File: config.mk
export PLATFORM = sky130hd
export DESIGN_NAME = unsigned_restoring_divider
export DESIGN_NICKNAME = d
export VERILOG_FILES = /design/src/urd_pkg.sv /design/src/unsigned_restoring_divider.sv /design/src/urd_cell.sv /design/src/urd_ctrl.sv
export SDC_FILE = /design/constraint.sdc
export NUM_CORES = 1
export LEC_CHECK = 0
export BUFFER_PORTS_ARGS = -buffer_cell sky130_fd_sc_hd__buf_2
export CELL_PAD_IN_SITES_DETAIL_PLACEMENT = 1
export CELL_PAD_IN_SITES_GLOBAL_PLACEMENT = 2
export CORE_ASPECT_RATIO = 1.4
export CORE_UTILIZATION = 35
export DETAILED_ROUTE_END_ITERATION = 8
export PLACE_DENSITY = 0.82
export SLEW_MARGIN = 20
export SYNTH_ARGS = -nofsm -noshare
export SYNTH_HDL_FRONTEND = slang
export SYNTH_SLANG_ARGS = --single-unit
File: constraint.sdc
create_clock -name clk -period 37.3 [get_ports clk]
set_clock_uncertainty 0.15 [all_clocks]
set_input_delay 1.865 -clock clk [delete_from_list [all_inputs] [get_ports clk]]
set_output_delay 1.865 -clock clk [all_outputs]
set_load 0.005 [all_outputs]
File: src/urd_pkg.sv
`timescale 1ns / 1ps
// ----------------------------------------------------------------------------
// urd_pkg: shared types and constants for the unsigned restoring divider
// Field width of the ports, default operand width and the control bundle
// that the sequencer sends down the row of divider cells.
// ----------------------------------------------------------------------------
package urd_pkg;

  // width of every data port
  localparam int FIELD_W   = 64;
  // default operand width
  localparam int DEF_WIDTH = 64;

  // control from the sequencer to every cell
  typedef struct packed {
    logic load;  // capture a new dividend and divisor
    logic step;  // one shift-subtract iteration
  } ctrl_t;

endpackage

File: src/unsigned_restoring_divider.sv
`timescale 1ns / 1ps
// ----------------------------------------------------------------------------
// unsigned_restoring_divider: unsigned shift-subtract divider
// Row of WIDTH bit cells computing quotient and remainder, one quotient bit
// per cycle; zero divisor gives zero results and a flag.
// ----------------------------------------------------------------------------
//
//   channel | handshake             | payload
//   --------+-----------------------+--------------------------------------
//   req     | req_valid, req_stall  | dividend, divisor
//   rsp     | rsp_valid, rsp_stall  | quotient_out, remainder_out,
//           |                       | divide_by_zero
//
// An accepted item loads the cells, then takes WIDTH iterations; the result
// shows once the last iteration is done and holds while rsp_stall is high.
// A new item is taken only after the result has been taken, as the single
// ripple-borrow row is used once per quotient bit.
// req_stall is high from acceptance until the result has been taken.
// Synchronous reset returns the sequencer to idle; cell data is not cleared.
// Input bits at WIDTH and above are ignored; outputs are zero there.
//
module unsigned_restoring_divider
  import urd_pkg::*;
#(
  parameter int WIDTH = DEF_WIDTH
)(
  input  logic               clk,
  input  logic               rst,
  input  logic               req_valid,
  output logic               req_stall,
  input  logic [FIELD_W-1:0] dividend,
  input  logic [FIELD_W-1:0] divisor,
  output logic               rsp_valid,
  input  logic               rsp_stall,
  output logic [FIELD_W-1:0] quotient_out,
  output logic [FIELD_W-1:0] remainder_out,
  output logic               divide_by_zero
);

  ctrl_t            ctrl;
  logic [WIDTH-1:0] rem_bits;
  logic [WIDTH-1:0] quo_bits;
  logic [WIDTH-1:0] den_bits;
  logic [WIDTH-1:0] shift_vec;
  logic [WIDTH-1:0] quo_in_vec;
  logic [WIDTH:0]   borrow;
  logic             take;
  logic             dz;

  // sequencer
  urd_ctrl #(.WIDTH(WIDTH)) u_ctrl (
    .clk       (clk),
    .rst       (rst),
    .req_valid (req_valid),
    .req_stall (req_stall),
    .rsp_valid (rsp_valid),
    .rsp_stall (rsp_stall),
    .ctrl      (ctrl)
  );

  // shifted remainder and quotient paths between neighbors
  assign shift_vec  = {rem_bits[WIDTH-2:0], quo_bits[WIDTH-1]};
  assign quo_in_vec = {quo_bits[WIDTH-2:0], take};
  assign borrow[0]  = 1'b0;
  // difference is non-negative when the shifted-out top bit is set or no borrow
  assign take       = rem_bits[WIDTH-1] | ~borrow[WIDTH];

  // row of bit cells
  for (genvar i = 0; i < WIDTH; i++) begin : g_cell
    urd_cell u_cell (
      .clk        (clk),
      .ctrl       (ctrl),
      .load_num   (dividend[i]),
      .load_den   (divisor[i]),
      .shift_in   (shift_vec[i]),
      .quo_in     (quo_in_vec[i]),
      .borrow_in  (borrow[i]),
      .take       (take),
      .borrow_out (borrow[i+1]),
      .rem_bit    (rem_bits[i]),
      .quo_bit    (quo_bits[i]),
      .den_bit    (den_bits[i])
    );
  end

  // zero divisor flag, captured with the item
  always_ff @(posedge clk) begin
    if (ctrl.load) begin
      dz <= (divisor[WIDTH-1:0] == '0);
    end
  end

  // result
  assign divide_by_zero = dz;
  assign quotient_out   = dz ? '0 : FIELD_W'(quo_bits);
  assign remainder_out  = dz ? '0 : FIELD_W'(rem_bits);

  // checks
  a_one_item: assert property (@(posedge clk) disable iff (rst)
    rsp_valid |-> req_stall)
    else $error("input accepted while a result is pending");

  a_no_early_result: assert property (@(posedge clk) disable iff (rst)
    (req_valid && !req_stall) |=> !rsp_valid)
    else $error("result shown right after acceptance");

  a_rem_below_den: assert property (@(posedge clk) disable iff (rst)
    (rsp_valid && !dz) |-> (rem_bits < den_bits))
    else $error("remainder not below divisor");

  a_result_retires: assert property (@(posedge clk) disable iff (rst)
    (rsp_valid && !rsp_stall) |=> !rsp_valid)
    else $error("result repeated after being taken");

endmodule

File: src/urd_cell.sv
`timescale 1ns / 1ps
// ----------------------------------------------------------------------------
// urd_cell: one bit slice of the divider
// Holds one bit of partial remainder, quotient/dividend and divisor. Computes
// its bit of the trial difference with a ripple borrow to the next cell.
// ----------------------------------------------------------------------------
module urd_cell
  import urd_pkg::*;
(
  input  logic  clk,
  input  ctrl_t ctrl,
  input  logic  load_num,    // dividend bit at load
  input  logic  load_den,    // divisor bit at load
  input  logic  shift_in,    // shifted remainder bit from the lower neighbor
  input  logic  quo_in,      // quotient bit from the lower neighbor
  input  logic  borrow_in,
  input  logic  take,        // trial difference is non-negative
  output logic  borrow_out,
  output logic  rem_bit,
  output logic  quo_bit,
  output logic  den_bit
);

  logic diff;

  // trial subtract, one bit
  assign diff       = shift_in ^ den_bit ^ borrow_in;
  assign borrow_out = (~shift_in & (den_bit | borrow_in)) | (den_bit & borrow_in);

  // bit state: restore or keep difference, shift quotient along
  always_ff @(posedge clk) begin
    if (ctrl.load) begin
      rem_bit <= 1'b0;
      quo_bit <= load_num;
      den_bit <= load_den;
    end else if (ctrl.step) begin
      rem_bit <= take ? diff : shift_in;
      quo_bit <= quo_in;
    end
  end

endmodule

File: src/urd_ctrl.sv
`timescale 1ns / 1ps
// ----------------------------------------------------------------------------
// urd_ctrl: sequencer of the divider
// Accepts one item, runs WIDTH iterations through the cell row and holds the
// result until it is taken.
// ----------------------------------------------------------------------------
module urd_ctrl
  import urd_pkg::*;
#(
  parameter int WIDTH = DEF_WIDTH
)(
  input  logic  clk,
  input  logic  rst,
  input  logic  req_valid,
  output logic  req_stall,
  output logic  rsp_valid,
  input  logic  rsp_stall,
  output ctrl_t ctrl
);

  localparam int CW = $clog2(WIDTH + 1);

  localparam logic [1:0] ST_IDLE = 2'd0;
  localparam logic [1:0] ST_BUSY = 2'd1;
  localparam logic [1:0] ST_DONE = 2'd2;

  logic [1:0]    state;
  logic [1:0]    state_next;
  logic [CW-1:0] cnt;

  assign req_stall = (state != ST_IDLE);
  assign rsp_valid = (state == ST_DONE);
  assign ctrl.load = (state == ST_IDLE) && req_valid;
  assign ctrl.step = (state == ST_BUSY);

  // next state
  always_comb begin
    state_next = state;
    case (state)
      ST_IDLE: begin
        if (req_valid) state_next = ST_BUSY;
      end
      ST_BUSY: begin
        if (cnt == CW'(1)) state_next = ST_DONE;
      end
      ST_DONE: begin
        if (!rsp_stall) state_next = ST_IDLE;
      end
      default: state_next = ST_IDLE;
    endcase
  end

  // state and iteration counter
  always_ff @(posedge clk) begin
    if (rst) begin
      state <= ST_IDLE;
      cnt   <= '0;
    end else begin
      state <= state_next;
      if (ctrl.load) begin
        cnt <= CW'(WIDTH);
      end else if (ctrl.step) begin
        cnt <= cnt - CW'(1);
      end
    end
  end

endmodule
==> impl_results.md <==
- Status: finished clean
- Worst VDD drop: 0.0468 mV
- Vias in the first global route: 7872
- Postcts setup bufs: 0
- Pin count of the biggest net entering global routing: 104
- Gr ovfl total: 0
- TritonCTS Buffers: 23
- Prevailing post-synth register cell: edfxtp_1
- Multi-input gate area: 4480 um^2
- CTS Sinks: 202
- Remaining antenna violation count: 0
- CP max-delay cell: buf_4
- Max-slew violations: 0
- Total Routed Length: 27.4 mm
- Initial drt markers: 262
- Final hold vios: 0
- Setup TNS: 0 ps
- Setup Viol. Count Final: 0
- Endpoint class of the critical path: flip-flop
- Async S/R FF share, synth: 0%
- Final GP Congestion: 0.770
- First-pass GRT wire length: 43.0 mm
- Maxcap violations: 0
- Port buffer count: 262
- Register area share after synthesis: 51.9%
- Via-per-instance ratio: 4.90
- Routed vias: 7162
- Core ar.: 28600 um^2
- Num rows: 73
- Synth Register Bits: 202
- CTS tree: yes
- First-pass iteration count of the detailed router: 4
- CTS resizes: 0
- Worst endpoint required time: 37550 ps
- Worst Setup Start Kind: flip-flop
- Synth Net Count: 1027
- DRC: 0
- Leak pwr: 5.41 nW
- Post-DP HPWL: 19.7 mm
- Headroom to the max-slew limit: 26.1%
- Initial core utilization: 35.9%
- Longest Clk Path Bufs: 3
- Worst-skew pair later-pin latency: 500 ps
- H-tree depth: 1
- Clock Pin Slew Worst Setup and Hold Paths: 60 ps
- Final Critical Period: 29570 ps
- DIE AREA: 30000 um^2
- Wire per inst: 18.7 um
- Most numerous cell on the critical path: fa_1
- CP max stage delay: 820 ps
- CP arrival: 29820 ps
- Slew @ Worst Pin: 1110 ps
- Most common cell in the netlist: edfxtp_1
- Worst hold slack: 336 ps
- Post-synth top cells: edfxtp_1, dfxtp_1, nor2_1
- Pre-CTS setup slack: 7450 ps
- Layout Nets: 1270
- Worst Slack Setup Final: 7730 ps
- Post-synth EDFFs: 129
- Synth Warn #: 0
- Root buf cell: clkbuf_16
- DIE WIDTH: 147 um
- Die H: 205 um
- Worst hold path class: reg -> reg
- RSZ-0062 raised after global routing: false
- Max frequency: 0.0338 GHz
- CP top delay family: adder cells
- Sequential cell area: 5340 um^2
- Post-synth top area cell: edfxtp_1
- Initial antenna violation count: 3
- Biggest fanout along the worst timing path: 63
- Top post-synthesis cells by area: edfxtp_1, dfxtp_1, fa_1, mux2i_1, mux2_1
- Critical path buffers and inverters: 2
- Tot GR Track Use: 18.4%
- IO Count: 263
- Ant diodes: 0
- Mean Syn Cell Area: 12.4 um^2
- Synthesized cell area: 10300 um^2
- Unique masters post-synth: 39
- Post-Synthesis Cells: 829
- Layout cells sized above 1: 29.3%
- Pwr/cell area: 66.6 nW/um^2
- Crit share post-route: 79.3%
- Top-area cell type share of the netlist area: 37.7%
- Hold-fix buffers at CTS: 0
- Fillers: 3097
- P&R area growth vs syn: 23.0%
- CP Class: reg -> reg
routing by layer:
metal	GRT usage (%)	up-vias	wire [um]
met4	4.76	4	540
met2	33.9	233	14200
met1	20.7	3524	10400
li1	-	3358	-
met5	0	-	27
met3	5.28	43	2160
cells in the final DEF, fill, tap and decap left out, drive strengths merged, types with 6 or more instances in the layout:
cell type / instances
nor4: 17
fa: 63
a21oi: 6
inv: 68
clkinv: 6
nor3: 63
a21o: 63
clkbuf: 35
buf: 269
edfxtp: 129
nor2: 68
mux2i: 63
nor2b: 66
dfxtp: 73
mux2: 64
per-stage QoR:
stage | utilization, % | power, mW | instances | instance area [um^2]
final | 44.2 | 0.841 | 1463 | 12600
after global routing | 44.2 | 0.906 | 1463 | 12600
after CTS | 44.2 | 0.859 | 1463 | 12600
after detailed placement | 41.7 | 0.636 | 1422 | 11900
after global placement | 41.7 | 0.624 | 1422 | 11900
after floorplan | - | 0.534 | 829 | 10300
final timing paths:
check / startpoint / end / slack, ps / depth (start not counted)
worst max-delay path: g_cell[63].u_cell.quo_bit$_DFFE_PP_ / g_cell[32].u_cell.rem_bit$_SDFFE_PP0P_ / 7730 / 69
worst max register to register: g_cell[63].u_cell.quo_bit$_DFFE_PP_ / g_cell[32].u_cell.rem_bit$_SDFFE_PP0P_ / 7730 / 69
worst min-delay path: u_ctrl.cnt[5]$_SDFFE_PP0P_ / u_ctrl.cnt[5]$_SDFFE_PP0P_ / 340 / 2
worst min register to register: u_ctrl.cnt[5]$_SDFFE_PP0P_ / u_ctrl.cnt[5]$_SDFFE_PP0P_ / 340 / 2
sequential cells by signal, summed over array words and instances, names as in the netlist:
signal and cells:
u_ctrl.cnt 7, u_ctrl.state 2, g_cell.u_cell.rem_bit 64, divide_by_zero 1, g_cell.u_cell.den_bit 64, g_cell.u_cell.quo_bit 64
final cells by class:
| class | count | share of cell area [%] |
|---|---|---|
| clock inverters | 6 | 0.248 |
| well taps | 375 | 3.71 |
| repair buffers | 269 | 10.8 |
| flip-flops and latches | 202 | 42.2 |
| inverters | 68 | 2.06 |
| clock buffers | 35 | 5.47 |
| multi-input cells | 508 | 35.5 |
where the power goes:
part / switching [mW] / leakage [nW] / internal, mW / total (mW)
Sequential: 0.0155 / 1.86 / 0.289 / 0.304
Combinational: 0.175 / 3.19 / 0.144 / 0.318
Clock: 0.0916 / 0.364 / 0.127 / 0.219
Total: 0.282 / 5.41 / 0.560 / 0.841
worst reg2reg max path, delay by kind of cell, from the launching register on:
kind	cells	cell delay, ps
simple gates	1	110
flops	1	320
mux	1	300
fa+ha+maj	64	27490
compound gates	1	220
buf+inv	2	890
kinds of logic (layout without fill, tap and decap cells):
kind of cell    after synthesis  in the layout  share of synthesized area, %
xor+xnor                      1              1                        0.0853
mux                         127            127                          13.2
compound gates               80             80                          5.66
buf+inv                     119            378                          4.66
fa+ha+maj                    66             66                          12.6
flops                       202            202                          51.9
simple gates                234            234                          11.9
Note: power is estimated with default switching activity, not from simulation.
